File: config.mk
export PLATFORM = sky130hd
export DESIGN_NAME = diseqc_pwm_message_encoder
export DESIGN_NICKNAME = d
export VERILOG_FILES = /design/src/rtl/dpme_pkg.sv /design/src/rtl/diseqc_pwm_message_encoder.sv /design/src/rtl/dpme_shifter.sv
export SDC_FILE = /design/constraint.sdc
export NUM_CORES = 1
export LEC_CHECK = 0
export ABC_CLOCK_PERIOD_IN_PS = 2500
export BUFFER_PORTS_ARGS = -buffer_cell sky130_fd_sc_hd__buf_2
export CORE_AREA = 2 2 92 117
export CTS_BUF_LIST = sky130_fd_sc_hd__clkbuf_8
export DETAILED_ROUTE_END_ITERATION = 8
export DIE_AREA = 0 0 94 119
export PLACE_DENSITY = 0.79
export SLEW_MARGIN = 40
export SYNTH_ARGS = -nofsm -noshare
export SYNTH_HDL_FRONTEND = slang
export SYNTH_SLANG_ARGS = --single-unit
File: constraint.sdc
create_clock -name clk -period 2.5 [get_ports clk]
set_input_delay 0.25 -clock clk [delete_from_list [all_inputs] [get_ports clk]]
set_output_delay 0.25 -clock clk [all_outputs]
set_load 0.05 [all_outputs]
File: src/rtl/dpme_pkg.sv
// ----------------------------------------------------------------------------
// dpme_pkg
// Shared types and constants for the DiSEqC pulse-width message encoder.
// ----------------------------------------------------------------------------
package dpme_pkg;

    // Register indexes on the configuration port
    localparam logic [2:0] REG_SHORT_US     = 3'd0;
    localparam logic [2:0] REG_LONG_US      = 3'd1;
    localparam logic [2:0] REG_FRAME_GAP_US = 3'd2;
    localparam logic [2:0] REG_BURST_US     = 3'd3;
    localparam logic [2:0] REG_POST_WAIT_US = 3'd4;

    // Register reset values in microseconds
    localparam logic [15:0] RST_SHORT_US     = 16'd500;
    localparam logic [15:0] RST_LONG_US      = 16'd1000;
    localparam logic [15:0] RST_FRAME_GAP_US = 16'd16000;
    localparam logic [15:0] RST_BURST_US     = 16'd12500;
    localparam logic [15:0] RST_POST_WAIT_US = 16'd20000;

    // Burst mode codes
    localparam logic [1:0] BURST_NONE = 2'd0;
    localparam logic [1:0] BURST_TONE = 2'd1;
    localparam logic [1:0] BURST_BYTE = 2'd2;

    // Byte sent modulated for a modulated burst
    localparam logic [7:0] BURST_DATA = 8'hFF;

    // Index of the parity bit within a byte's bit sequence
    localparam logic [3:0] PARITY_IDX = 4'd8;

    // Action codes
    localparam logic ACT_MESSAGE = 1'b0;
    localparam logic ACT_BURST   = 1'b1;

    // Control of the shared shift and parity unit
    typedef struct packed {
        logic       load;
        logic [7:0] load_val;
        logic       shift;
        logic       sel_parity;
    } shift_ctrl_t;

endpackage

File: src/rtl/diseqc_pwm_message_encoder.sv
// ----------------------------------------------------------------------------
// diseqc_pwm_message_encoder
// Expands DiSEqC message bytes and tone bursts into timed line segments.
// ----------------------------------------------------------------------------
//
//  channel | direction | handshake            | payload
//  --------+-----------+----------------------+-------------------------------
//  in      | input     | in_valid / in_stall  | action data_byte first_byte
//          |           |                      | last_byte burst_mode
//  out     | output    | out_valid/out_stall  | line_level duration_us
//          |           |                      | end_of_run
//  cfg     | input     | cfg_valid/cfg_ready  | cfg_index cfg_data
//
// An item is taken while the sequencer is idle; the sequencer then emits one
// segment per cycle into the output register unless the output stalls, N
// segments per item, with N from 2 to 39, bits from the shared shift/parity
// unit. Output stall holds the sequencer; in_stall stays high until the last
// segment of the item has been handed to the output register.
// Reset restores the register defaults and empties the output register.
module diseqc_pwm_message_encoder
(
    input  logic        clk,
    input  logic        rst_n,
    // input channel
    input  logic        in_valid,
    output logic        in_stall,
    input  logic        action,
    input  logic [7:0]  data_byte,
    input  logic        first_byte,
    input  logic        last_byte,
    input  logic [1:0]  burst_mode,
    // output channel
    output logic        out_valid,
    input  logic        out_stall,
    output logic        line_level,
    output logic [15:0] duration_us,
    output logic        end_of_run,
    // configuration channel
    input  logic        cfg_valid,
    output logic        cfg_ready,
    input  logic [2:0]  cfg_index,
    input  logic [15:0] cfg_data
);

    typedef enum logic [5:0] {
        ST_IDLE  = 6'b000001,
        ST_LEAD  = 6'b000010,
        ST_BITS  = 6'b000100,
        ST_TAIL  = 6'b001000,
        ST_BURST = 6'b010000,
        ST_POST  = 6'b100000
    } state_t;

    state_t      state_reg;
    state_t      state_next;
    logic [3:0]  cnt_reg;
    logic [3:0]  cnt_next;
    logic        half_reg;
    logic        half_next;
    logic        bbits_reg;
    logic        bbits_next;
    logic        act_reg;
    logic        act_next;
    logic        last_reg;
    logic        last_next;
    logic [1:0]  mode_reg;
    logic [1:0]  mode_next;

    logic [15:0] short_reg;
    logic [15:0] long_reg;
    logic [15:0] gap_reg;
    logic [15:0] burst_reg;
    logic [15:0] post_reg;

    logic        out_valid_reg;
    logic        level_reg;
    logic [15:0] dur_reg;
    logic        eor_reg;

    logic        in_accept;
    logic        adv;
    logic        seg_level;
    logic [15:0] seg_dur;
    logic        seg_eor;
    logic        cur_bit;

    dpme_pkg::shift_ctrl_t sh_ctrl;

    // Configuration registers
    assign cfg_ready = 1'b1;

    always_ff @(posedge clk or negedge rst_n)
    begin
        if (!rst_n)
        begin
            short_reg <= dpme_pkg::RST_SHORT_US;
            long_reg  <= dpme_pkg::RST_LONG_US;
            gap_reg   <= dpme_pkg::RST_FRAME_GAP_US;
            burst_reg <= dpme_pkg::RST_BURST_US;
            post_reg  <= dpme_pkg::RST_POST_WAIT_US;
        end
        else if (cfg_valid && cfg_ready)
        begin
            case (cfg_index)
                dpme_pkg::REG_SHORT_US:     short_reg <= cfg_data;
                dpme_pkg::REG_LONG_US:      long_reg  <= cfg_data;
                dpme_pkg::REG_FRAME_GAP_US: gap_reg   <= cfg_data;
                dpme_pkg::REG_BURST_US:     burst_reg <= cfg_data;
                dpme_pkg::REG_POST_WAIT_US: post_reg  <= cfg_data;
                default: ;
            endcase
        end
    end

    // Handshake
    assign in_stall  = (state_reg != ST_IDLE);
    assign in_accept = in_valid && !in_stall;
    assign adv       = (state_reg != ST_IDLE) && (!out_valid_reg || !out_stall);

    // Shared shift and parity unit
    dpme_shifter u_shifter
    (
        .clk     (clk),
        .ctrl    (sh_ctrl),
        .bit_out (cur_bit)
    );

    // Sequencer: pick the segment and the next step
    always_comb
    begin
        state_next       = state_reg;
        cnt_next         = cnt_reg;
        half_next        = half_reg;
        bbits_next       = bbits_reg;
        act_next         = act_reg;
        last_next        = last_reg;
        mode_next        = mode_reg;
        seg_level        = 1'b0;
        seg_dur          = gap_reg;
        seg_eor          = 1'b0;
        sh_ctrl.load     = 1'b0;
        sh_ctrl.load_val = data_byte;
        sh_ctrl.shift    = 1'b0;
        sh_ctrl.sel_parity = (cnt_reg == dpme_pkg::PARITY_IDX);

        case (state_reg)
            ST_IDLE:
            begin
                if (in_accept)
                begin
                    act_next     = action;
                    last_next    = last_byte;
                    mode_next    = burst_mode;
                    cnt_next     = 4'd0;
                    half_next    = 1'b0;
                    bbits_next   = 1'b0;
                    sh_ctrl.load = 1'b1;
                    if ((action == dpme_pkg::ACT_BURST) || first_byte)
                        state_next = ST_LEAD;
                    else
                        state_next = ST_BITS;
                end
            end
            ST_LEAD:
            begin
                seg_level = 1'b0;
                seg_dur   = gap_reg;
                if (adv)
                    state_next = (act_reg == dpme_pkg::ACT_BURST) ? ST_TAIL : ST_BITS;
            end
            ST_BITS:
            begin
                seg_level = ~half_reg;
                seg_dur   = (cur_bit ^ half_reg) ? short_reg : long_reg;
                if ((cnt_reg == dpme_pkg::PARITY_IDX) && half_reg && !bbits_reg
                    && !last_reg)
                    seg_eor = 1'b1;
                if (adv)
                begin
                    half_next = ~half_reg;
                    if (half_reg)
                    begin
                        if (cnt_reg == dpme_pkg::PARITY_IDX)
                        begin
                            if (bbits_reg)
                                state_next = ST_POST;
                            else if (last_reg)
                                state_next = ST_TAIL;
                            else
                                state_next = ST_IDLE;
                        end
                        else
                        begin
                            sh_ctrl.shift = 1'b1;
                            cnt_next      = cnt_reg + 4'd1;
                        end
                    end
                end
            end
            ST_TAIL:
            begin
                seg_level = 1'b0;
                seg_dur   = gap_reg;
                seg_eor   = (mode_reg != dpme_pkg::BURST_TONE) &&
                            (mode_reg != dpme_pkg::BURST_BYTE);
                if (adv)
                begin
                    case (mode_reg)
                        dpme_pkg::BURST_TONE: state_next = ST_BURST;
                        dpme_pkg::BURST_BYTE:
                        begin
                            state_next       = ST_BITS;
                            cnt_next         = 4'd0;
                            half_next        = 1'b0;
                            bbits_next       = 1'b1;
                            sh_ctrl.load     = 1'b1;
                            sh_ctrl.load_val = dpme_pkg::BURST_DATA;
                        end
                        default: state_next = ST_IDLE;
                    endcase
                end
            end
            ST_BURST:
            begin
                seg_level = 1'b1;
                seg_dur   = burst_reg;
                if (adv)
                    state_next = ST_POST;
            end
            ST_POST:
            begin
                seg_level = 1'b0;
                seg_dur   = post_reg;
                seg_eor   = 1'b1;
                if (adv)
                    state_next = ST_IDLE;
            end
            default:
            begin
                state_next = ST_IDLE;
            end
        endcase
    end

    // Sequencer state
    always_ff @(posedge clk or negedge rst_n)
    begin
        if (!rst_n)
        begin
            state_reg <= ST_IDLE;
            cnt_reg   <= 4'd0;
            half_reg  <= 1'b0;
            bbits_reg <= 1'b0;
        end
        else
        begin
            state_reg <= state_next;
            cnt_reg   <= cnt_next;
            half_reg  <= half_next;
            bbits_reg <= bbits_next;
        end
    end

    // Hold item flags
    always_ff @(posedge clk)
    begin
        act_reg  <= act_next;
        last_reg <= last_next;
        mode_reg <= mode_next;
    end

    // Output register: load a segment on advance, drop it once taken
    always_ff @(posedge clk or negedge rst_n)
    begin
        if (!rst_n)
            out_valid_reg <= 1'b0;
        else if (adv)
            out_valid_reg <= 1'b1;
        else if (!out_stall)
            out_valid_reg <= 1'b0;
    end

    always_ff @(posedge clk)
    begin
        if (adv)
        begin
            level_reg <= seg_level;
            dur_reg   <= seg_dur;
            eor_reg   <= seg_eor;
        end
    end

    assign out_valid   = out_valid_reg;
    assign line_level  = level_reg;
    assign duration_us = dur_reg;
    assign end_of_run  = eor_reg;

`ifndef SYNTHESIS
    // Block goes busy right after taking an item
    a_busy_after_accept: assert property (@(posedge clk) disable iff (!rst_n)
        in_accept |=> in_stall)
        else $error("encoder not busy after accepting an item");

    // Bit counter never runs past the parity bit
    a_cnt_range: assert property (@(posedge clk) disable iff (!rst_n)
        (state_reg == ST_BITS) |-> (cnt_reg <= dpme_pkg::PARITY_IDX))
        else $error("bit counter out of range");

    // Every run ends on a low segment
    a_run_ends_low: assert property (@(posedge clk) disable iff (!rst_n)
        (out_valid && end_of_run) |-> !line_level)
        else $error("run ended on a high segment");
`endif

endmodule

File: src/rtl/dpme_shifter.sv
// ----------------------------------------------------------------------------
// dpme_shifter
// Byte shift register with running odd parity; presents the current bit,
// MSB first, then the parity bit.
// ----------------------------------------------------------------------------
module dpme_shifter
(
    input  logic                 clk,
    input  dpme_pkg::shift_ctrl_t ctrl,
    output logic                 bit_out
);

    logic [7:0] byte_reg;
    logic [7:0] byte_next;
    logic       par_reg;
    logic       par_next;

    // Load a new byte or advance one bit, folding it into the parity
    always_comb
    begin
        byte_next = byte_reg;
        par_next  = par_reg;
        if (ctrl.load)
        begin
            byte_next = ctrl.load_val;
            par_next  = 1'b1;
        end
        else if (ctrl.shift)
        begin
            byte_next = {byte_reg[6:0], 1'b0};
            par_next  = par_reg ^ byte_reg[7];
        end
    end

    always_ff @(posedge clk)
    begin
        byte_reg <= byte_next;
        par_reg  <= par_next;
    end

    // Select data bit or parity bit
    assign bit_out = ctrl.sel_parity ? par_reg : byte_reg[7];

endmodule

==> results of run 1 <==
## through the flow
stage                     instances  power (mW)
after CTS                       681        7.59
final                           681        7.54
after floorplan                 468        4.89
after global routing            681        7.91
after detailed placement        644        5.51
after global placement          644        5.42
## layout make-up
| cell class | count | area [um2] | share of cell area (%) |
|---|---|---|---|
| sequential | 124 | 3290 | 47.7 |
| multi-input combinational | 302 | 2430 | 35.3 |
| timing repair buffer | 79 | 493 | 7.15 |
| clock buffer | 18 | 248 | 3.59 |
| clock inverter | 14 | 224 | 3.25 |
| tap | 132 | 165 | 2.40 |
| inverter | 12 | 45.0 | 0.653 |
## worst max-delay path, stage by stage (launching register included)
cell and delay (ns):
dfrtp_1 0.53, or4_4 0.57, nor2_4 0.16, inv_2 0.07
buf_2 0.21
## report_power, final
group          switching, mW  internal, mW
clock                  0.767          1.30
sequential             0.329          2.80
combinational           1.48         0.863
total                   2.58          4.96
## layout by cell type (no fill, tap or decap), drive strengths merged, types with 15 or more instances in the layout
cell and n:
mux2 95, buf 74, dfrtp 63, nand2 61
edfxtp 30, dfstp 30, nor2 25, clkbuf 18
a22oi 16, a31oi 16, inv 15
## cell families after synthesis
| kind of cell | count (synthesis) | share of synthesized area, % |
|---|---|---|
| AND/OR/NAND/NOR | 131 | 10.9 |
| flip-flops | 124 | 55.5 |
| multiplexers | 99 | 19.5 |
| AO/OA/AOI/OAI | 60 | 8.20 |
| buffers and inverters | 42 | 3.47 |
| XOR/XNOR | 6 | 1.21 |
| adder cells (fa/ha/maj) | 5 | 1.06 |
| other | 1 | 0.0634 |
## what timing repair did
action,4_1_cts,5_1_grt
hold buffers,5,0
resized for setup,0,0
endpoints found under the hold margin,26,0
endpoints found under the setup margin,0,0
## metal layers
layer	track usage, %	wire [um]
met2	39.5	6290
met3	6.07	561
met5	0	0
met1	27.7	4940
met4	8.15	176
## worst max-delay path by stage
stage / startpoint / depth (start not counted) / endpoint
2_1_floorplan: cnt_reg[0] / 8 / duration_us[14]
3_3_place_gp: cnt_reg[0] / 8 / duration_us[5]
3_5_place_dp: cnt_reg[0] / 8 / duration_us[8]
4_1_cts: state_reg[5] / 4 / in_stall
5_1_grt: state_reg[5] / 4 / in_stall
6_report: state_reg[5] / 4 / in_stall
==> results by group, run 1 <==
Critical path
  – Req. time, crit path: 2.25 ns
  – Worst flop-to-flop path startpoint: cnt_reg[0]
  – R2R Setup Slk: 0.28 ns
  – Critical path arrival: 1.97 ns
  – Crit path max fanout: 11
  – Worst r2r path cells: 8
  – CP Launch Type: flip-flop
  – Critical path class: flip-flop to output port
  – Setup crit end kind: output port
  – Reg2reg end: duration_us[8]

Clock tree
  – Clock sinks: 124
  – Clock Root Buffer: clkbuf_8
  – Setup Buffers After CTS: 0
  – CTS max path bufs: 2
  – Clock-pin slew on the worst setup and hold paths: 0.08 ns
  – Htree depth: 4
  – Clock tree from TritonCTS: built
  – Clk_lat worst skew: 0.43 ns
  – Cts bufs inserted: 17

Yosys
  – Syn Nets: 510
  – Count leader, synth: mux2_2
  – Synth Warn #: 0
  – Synth unique cells: 64
  – Area contributors post-synth: dfrtp_1, mux2_2, edfxtp_1
  – Syn Area/Cell: 12.6 um2
  – Post-synthesis sequential area ratio: 55.5%
  – Mapped Area: 5920 um2
  – Asr flop ratio synth: 75.0%
  – Synth area leader: dfrtp_1
  – Cells after Synth: 468
  – Main synth FF type: dfrtp_1
  – Yosys reg bits: 124
  – Post-synth top area share: 26.6%
  – Post-synth EDFFs: 30
  – Commonest cells in the netlist: mux2_2, dfrtp_1, nand2_1, dfstp_2, edfxtp_1

STA
  – Final worst slack: 0.275 ns
  – Max-slew violation count: 0
  – Fin. Hold Viols: 0
  – Post-route setup TNS: 0 ns
  – Relative slew slack: 57.7%
  – RSZ-0062 raised after global routing: no
  – Fmax: 449 MHz
  – Clock Skew: 0.0125 ns
  – Final Critical Period: 2.22 ns
  – WHS: 0.0798 ns
  – Least-Margin Pin Slew: 0.635 ns
  – Final worst path period share: 89.0%
  – # setup viols final: 0

Place
  – Worst slack, placed: 0.298 ns
  – I/O Buffers: 56
  – Placed Area: 6370 um2
  – Dpl hpwl: 7.89 mm
  – RD Place Congestion: 0.811

Floorplan
  – Die X: 94 um
  – Core area: 10200 um2
  – Initial core utilization: 57.7%
  – I/O Pins: 58
  – Row count: 42
  – Die height: 119 um
  – Die ar.: 11200 um2

Finish
  – Design area: 6890 um2
  – Share of cells above drive strength 1: 46.1%
  – Fill cells: 721
  – Area Overhead vs Synth: 16.5%
  – N_diodes: 0
  – Util after Layout: 67.3%
  – Nets: 578

Drt
  – Routed vias: 3879
  – Total length of routed wires: 12.0 mm
  – Drt first pass iters: 4
  – Wirelength per Cell: 17.6 um
  – DR iter-0 viols: 188
  – Number of vias per cell: 5.70
  – DRC: 0
  – Antenna viol nets, final: 0

Power
  – Pwr Density: 1090 nW/um2
  – Leak: 2.83 nW
  – Peak VDD IR: 0.733 mV

Global route
  – Pin count of the biggest net entering global routing: 58
  – Vias in the first global route: 4077
  – Grt ovf: 0
  – First-pass GRT wire length: 19.7 mm
  – GR Util All Layers: 23.0%
  – Initial antenna violation count: 0

Hold path
  – Worst Min Path Start: data_byte[0]
  – Worst min path class: primary input to flip-flop
  – Hold Path End: u_shifter.byte_reg[0]
  – Worst Hold Depth: 3

Run
  – Max_cap viols: 0

Run status
  – Outcome: complete, no violations
Power figures use the tool's default switching activity.
==> inputs of run 2 (changes only) <==
- CORE_AREA: 2 2 92 117 -> 2 2 120 151
- DIE_AREA: 0 0 94 119 -> 0 0 122 153
- PLACE_DENSITY: 0.79 -> not set
==> run 2 against run 1 <==
Non-clock buffer count down 1; global-route usage down 8.3 points; clock power is 9.7% lower; sequential share of layout area fell by 0.49 points; flip-flop and latch count stayed put; critical path depth did not move; final area is 1.0% higher; clock skew fell by 0.0013 ns; wire length is 5.9% higher; first-iteration DRC count increased by 23%; critical endpoint unchanged; largest cell class unchanged; largest power group unchanged.
==> results by group, run 2 (synthesis results as in run 1) <==
STA
  – Final Critical Period: 2.26 ns
  – Clock Skew: 0.0112 ns
  – Final worst path period share: 90.3%
  – RSZ-0062 raised after global routing: no
  – # setup viols final: 0
  – Relative slew slack: 58.2%
  – Post-route setup TNS: 0 ns
  – Final worst slack: 0.243 ns
  – Least-Margin Pin Slew: 0.627 ns
  – Max-slew violation count: 0
  – Fin. Hold Viols: 0
  – Fmax: 443 MHz

Clock tree
  – Setup Buffers After CTS: 0
  – Cts bufs inserted: 17
  – Cts hold-fix bufs: 5
  – CTS max path bufs: 2
  – Clock Root Buffer: clkbuf_8
  – Clock-pin slew on the worst setup and hold paths: 0.07 ns
  – Clock tree from TritonCTS: built
  – Clock sinks: 124
  – Clk_lat worst skew: 0.45 ns
  – Htree depth: 4
  – CTS resizes: 0

Place
  – Dpl hpwl: 8.27 mm
  – I/O Buffers: 56
  – Worst slack, placed: 0.306 ns
  – DP Cell Count: 735
  – Placed Area: 6490 um2
  – RD Place Congestion: 0.782

Global route
  – Grt ovf: 0
  – Pin count of the biggest net entering global routing: 56
  – GR Util All Layers: 14.7%
  – Initial antenna violation count: 0
  – Vias in the first global route: 4062
  – First-pass GRT wire length: 21.1 mm

Finish
  – Util after Layout: 40.4%
  – Post-Layout Cell Count: 772
  – Area Overhead vs Synth: 17.7%
  – Most common cell after layout, fill and taps aside: mux2_2
  – Most frequent cells in the layout: mux2_2, dfrtp_1, nand2_1, buf_2
  – N_diodes: 0
  – Fill cells: 1655
  – Nets: 577
  – Design area: 6960 um2
  – Share of cells above drive strength 1: 46.4%

Drt
  – Wirelength per Cell: 16.4 um
  – Routed vias: 3857
  – Drt first pass iters: 4
  – Antenna viol nets, final: 0
  – DR iter-0 viols: 232
  – DRC: 0
  – Number of vias per cell: 5.00
  – Total length of routed wires: 12.7 mm

Critical path
  – Critical path class: flip-flop to output port
  – Crit path max fanout: 11
  – Critical path arrival: 2.01 ns
  – Req. time, crit path: 2.25 ns
  – Setup crit end kind: output port
  – CP Launch Type: flip-flop

Floorplan
  – Die X: 122 um
  – I/O Pins: 58
  – Die ar.: 18700 um2
  – Die height: 153 um
  – Initial core utilization: 34.3%
  – Core area: 17200 um2
  – Row count: 54

Power
  – Leak: 2.80 nW
  – Peak VDD IR: 0.593 mV
  – Pwr Density: 1060 nW/um2

Hold path
  – Worst min path class: primary input to flip-flop

Run status
  – Outcome: complete, no violations

Run
  – Max_cap viols: 0
## run 2: changes by cell type in the layout (fill, tap and decap cells not counted)
cell / delta
bufinv_16: -3
buf_4: -2
inv_1: -2
inv_6: +2
buf_12: +1
clkbuf_8: +1
clkinv_2: -1
clkinv_4: +1
clkinvlp_4: +1
inv_4: +1
## run 2: path summary, 6_finish.rpt
kind / start / endpoint / slack (ns) / cells after the start
worst max-delay path: state_reg[5] / in_stall / 0.24 / 4
worst min-delay path: data_byte[0] / u_shifter.byte_reg[0] / 0.07 / 3
worst max register to register: cnt_reg[0] / duration_us[9] / 0.29 / 8
worst min register to register: short_reg[14] / short_reg[14] / 0.50 / 1
max in group asynchronous: rst_n / state_reg[0] / 1.43 / 3
min in group asynchronous: rst_n / burst_reg[5] / 0.33 / 2
## run 2: layout make-up
| cell class | instances | area [um2] | area share, % |
|---|---|---|---|
| clock inverter | 13 | 161 | 2.32 |
| inverter | 12 | 45.0 | 0.647 |
| tap | 224 | 280 | 4.02 |
| clock buffer | 19 | 262 | 3.75 |
| sequential | 124 | 3290 | 47.2 |
| multi-input combinational | 302 | 2430 | 34.9 |
| timing repair buffer | 78 | 498 | 7.15 |
## run 2: metrics by stage
step / hold slack [ns] / total power, mW
floorplan: -0.0456 / 4.89
global placement: 0.261 / 5.47
detailed placement: 0.263 / 5.55
CTS: 0.0448 / 7.45
global route: 0.0638 / 7.78
finish: 0.0728 / 7.36
## run 2: routing by layer
| metal | global-route usage [%] | vias to the layer above | wire length [um] |
|---|---|---|---|
| met3 | 3.88 | 17 | 530 |
| met1 | 18.8 | 1947 | 5710 |
| met4 | 4.60 | 0 | 178 |
| met5 | 0 | - | 0 |
| met2 | 24.3 | 85 | 6250 |
| li1 | - | 1808 | - |
## run 2: worst max-delay path, cell delays in order, from the launching register on
cell     delay (ns)
dfrtp_1        0.52
or4_4          0.57
nor2_4         0.18
inv_2          0.08
buf_2          0.22
## run 2: report_power, final
group	internal (mW)	leakage, nW	switching [mW]	total, mW
clock	1.04	0.209	0.827	1.87
sequential	2.80	1.38	0.323	3.12
combinational	0.864	1.20	1.50	2.37
==> inputs of run 3 (changes only) <==
- CORE_AREA: 2 2 120 151 -> 2 2 117 148
- DIE_AREA: 0 0 122 153 -> 0 0 119 150
- SYNTH_HIERARCHICAL: not set -> 1
==> run 3 against run 2 <==
The run now ends with negative setup slack left; die area shrank 4.4%; final area decreased by 1.0%; worst hold slack gained 0.0083 ns; synthesized cell count is 12% lower; combinational power increased by 11%; total power grew 1.8%; utilization is 1.3 points higher; final cell count down 4.7%; sequential power about the same; sequential share of layout area grew 0.48 points; wire length decreased by 1.7%; synthesized area decreased by 4.0%; critical path type is now flip-flop to flip-flop; critical endpoint is now duration_us[14]; largest cell class unchanged; largest power group unchanged.
==> results by group, run 3 <==
STA
  – Final worst slack: -0.0213 ns
  – Relative slew slack: 58.8%
  – Least-Margin Pin Slew: 0.618 ns
  – WHS: 0.0811 ns
  – Clock Skew: 0.00674 ns
  – Max-slew violation count: 0
  – Final Critical Period: 2.52 ns
  – # setup viols final: 2
  – Fin. Hold Viols: 0
  – Final worst path period share: 101%
  – Fmax: 397 MHz
  – RSZ-0062 raised after global routing: yes

Yosys
  – Main synth FF type: dfrtp_1
  – Mapped Area: 5680 um2
  – Synth area leader: dfrtp_1
  – Synth unique cells: 56
  – Cells after Synth: 414
  – Asr flop ratio synth: 75.0%
  – Count leader, synth: mux2_2
  – Syn Area/Cell: 13.7 um2
  – Post-synthesis sequential area ratio: 57.8%
  – Area contributors post-synth: dfrtp_1, mux2_2, edfxtp_1
  – Syn Nets: 456
  – Commonest cells in the netlist: mux2_2, dfrtp_1, dfstp_2, edfxtp_1, nor2_1
  – Synth Warn #: 6
  – Post-synth EDFFs: 30
  – Post-synth top area share: 27.7%
  – Yosys reg bits: 124

Finish
  – Most frequent cells in the layout: mux2_2, dfrtp_1, buf_2, edfxtp_1, dfstp_2
  – Fill cells: 1556
  – Area Overhead vs Synth: 21.3%
  – Share of cells above drive strength 1: 53.6%
  – Util after Layout: 41.8%
  – Most common cell after layout, fill and taps aside: mux2_2
  – Post-Layout Cell Count: 736
  – Nets: 544

Floorplan
  – Initial core utilization: 34.4%
  – Core area: 16500 um2
  – Die ar.: 17900 um2
  – Row count: 53
  – Die X: 119 um
  – I/O Pins: 58
  – Die height: 150 um

Critical path
  – Worst flop-to-flop path startpoint: cnt_reg[0]
  – Reg2reg end: duration_us[14]
  – Stages on the worst setup path: 11
  – Delay-heaviest family, CP: multiplexers
  – Cell mode on critical path: mux2_4
  – Setup crit end kind: flip-flop
  – Worst r2r path cells: 11
  – Crit path max fanout: 6
  – Critical path class: flip-flop to flip-flop
  – Slowest CP cell: dfrtp_1
  – Critical path arrival: 2.71 ns
  – R2R Setup Slk: -0.02 ns
  – CP Launch Type: flip-flop
  – Cell Chain, Critical Path: inv_1, ha_1, nand3b_1, inv_2, mux2_4, xnor2_4, buf_6, buf_4, mux2_4, a222oi_1, o21ai_1
  – Crit path buffers/inverters: 4
  – Slowest stage delay, CP: 0.38 ns
  – Req. time, crit path: 2.69 ns

Power
  – Combinational share of power: 35.2%
  – Flop pwr share: 41.8%
  – Pwr Density: 1090 nW/um2
  – Internal: 4.91 mW
  – Clock power share: 23.0%
  – Net Sw Power: 2.58 mW
  – Sw frac: 34.5%
  – Leak: 2.91 nW
  – Peak VDD IR: 0.576 mV

Clock tree
  – Clock-pin slew on the worst setup and hold paths: 0.07 ns
  – Clock sinks: 124
  – CTS max path bufs: 2
  – Clock Root Buffer: clkbuf_8
  – Htree depth: 4
  – Cts bufs inserted: 17
  – Clk_lat worst skew: 0.44 ns
  – Clock tree from TritonCTS: built

Place
  – Worst slack, placed: 0.0201 ns
  – RD Place Congestion: 0.759
  – DP Cell Count: 696
  – I/O Buffers: 56
  – Dpl hpwl: 8.22 mm

Run
  – Max_cap viols: 0

Global route
  – First-pass GRT wire length: 20.2 mm
  – GR Util All Layers: 14.7%
  – Grt ovf: 0
  – Vias in the first global route: 3910
  – Initial antenna violation count: 1
  – Pin count of the biggest net entering global routing: 49

Drt
  – Total length of routed wires: 12.5 mm
  – DR iter-0 viols: 217
  – DRC: 0
  – Wirelength per Cell: 16.9 um
  – Drt first pass iters: 5
  – Number of vias per cell: 5.04
  – Antenna viol nets, final: 0
  – Routed vias: 3708

Run status
  – Failing checks: negative setup slack
  – Outcome: finished with violations

Hold path
  – Worst Hold Depth: 3
  – Hold Path End: gap_reg[14]
  – Worst Min Path Start: cfg_data[14]
  – Worst min path class: primary input to flip-flop
run 3: stage by stage:
step / total power, mW / setup TNS [ns] / instance area (um2)
finish: 7.49 / -0.0356 / 6890
global route: 7.89 / -1.40 / 6890
CTS: 7.48 / 0 / 6840
detailed placement: 5.73 / 0 / 6400
global placement: 5.67 / 0 / 6400
floorplan: 5.01 / 0 / 5720
run 3: cell families (layout without fill, tap and decap cells):
group / count (synthesis) / in the layout / synth area share, %
multiplexers: 107 / 107 / 21.8
buffers and inverters: 33 / 134 / 2.80
AND/OR/NAND/NOR: 82 / 82 / 8.24
XOR/XNOR: 1 / 1 / 0.154
flip-flops: 124 / 124 / 57.8
other: 1 / 2 / 0.0660
AO/OA/AOI/OAI: 61 / 61 / 8.04
adder cells (fa/ha/maj): 5 / 5 / 1.10
run 3: what timing repair did:
item / CTS / global route
setup endpoints to repair: 0 / 16
hold buffers: 5 / 0
resized for setup: 0 / 9
setup buffers: 0 / 2
endpoints found under the hold margin: 32 / 0
run 3: layout make-up:
cell class	count	area [um2]	share of cell area, %
sequential	124	3290	47.7
antenna	1	2.50	0.0363
clock buffer	21	289	4.19
timing repair buffer	91	587	8.51
inverter	11	41.3	0.599
tap	220	275	3.99
clock inverter	11	103	1.49
multi-input combinational	257	2310	33.5
run 3: how the worst max path moves through the flow:
| stage | end | slack (ns) | startpoint |
|---|---|---|---|
| 4_1_cts | duration_us[0] | 0.001 | cnt_reg[0] |
| 3_5_place_dp | duration_us[9] | 0.02 | cnt_reg[0] |
| 6_report | duration_us[14] | -0.02 | cnt_reg[0] |
| 5_1_grt | duration_us[4] | -0.16 | cnt_reg[0] |
| 3_3_place_gp | duration_us[14] | 0.09 | cnt_reg[0] |
| 2_1_floorplan | duration_us[14] | 0.005 | cnt_reg[0] |
run 3: power groups by stage:
stage	clock, mW	combinational, mW	sequential [mW]
global placement	0	2.52	3.15
detailed placement	0	2.57	3.16
finish	1.72	2.64	3.13
global route	1.86	2.83	3.20
floorplan	0	1.46	3.55
CTS	1.77	2.58	3.13
run 3: layer usage:
metal | share of wire (%) | GRT usage, % | routed length, um | vias up
li1 | - | - | - | 1711
met1 | 43 | 17.7 | 5370 | 1873
met2 | 50 | 25.0 | 6190 | 105
met3 | 5.6 | 4.19 | 693 | 19
met4 | 1.6 | 5.60 | 205 | 0
met5 | 0 | 0 | 0 | -
run 3: worst reg2reg max path, stage by stage (launching register included):
cell and delay (ns):
dfrtp_1 0.38, inv_1 0.06, ha_1 0.15, nand3b_1 0.11, inv_2 0.08, mux2_4 0.33
xnor2_4 0.21, buf_6 0.16, buf_4 0.11, mux2_4 0.28, a222oi_1 0.28, o21ai_1 0.11
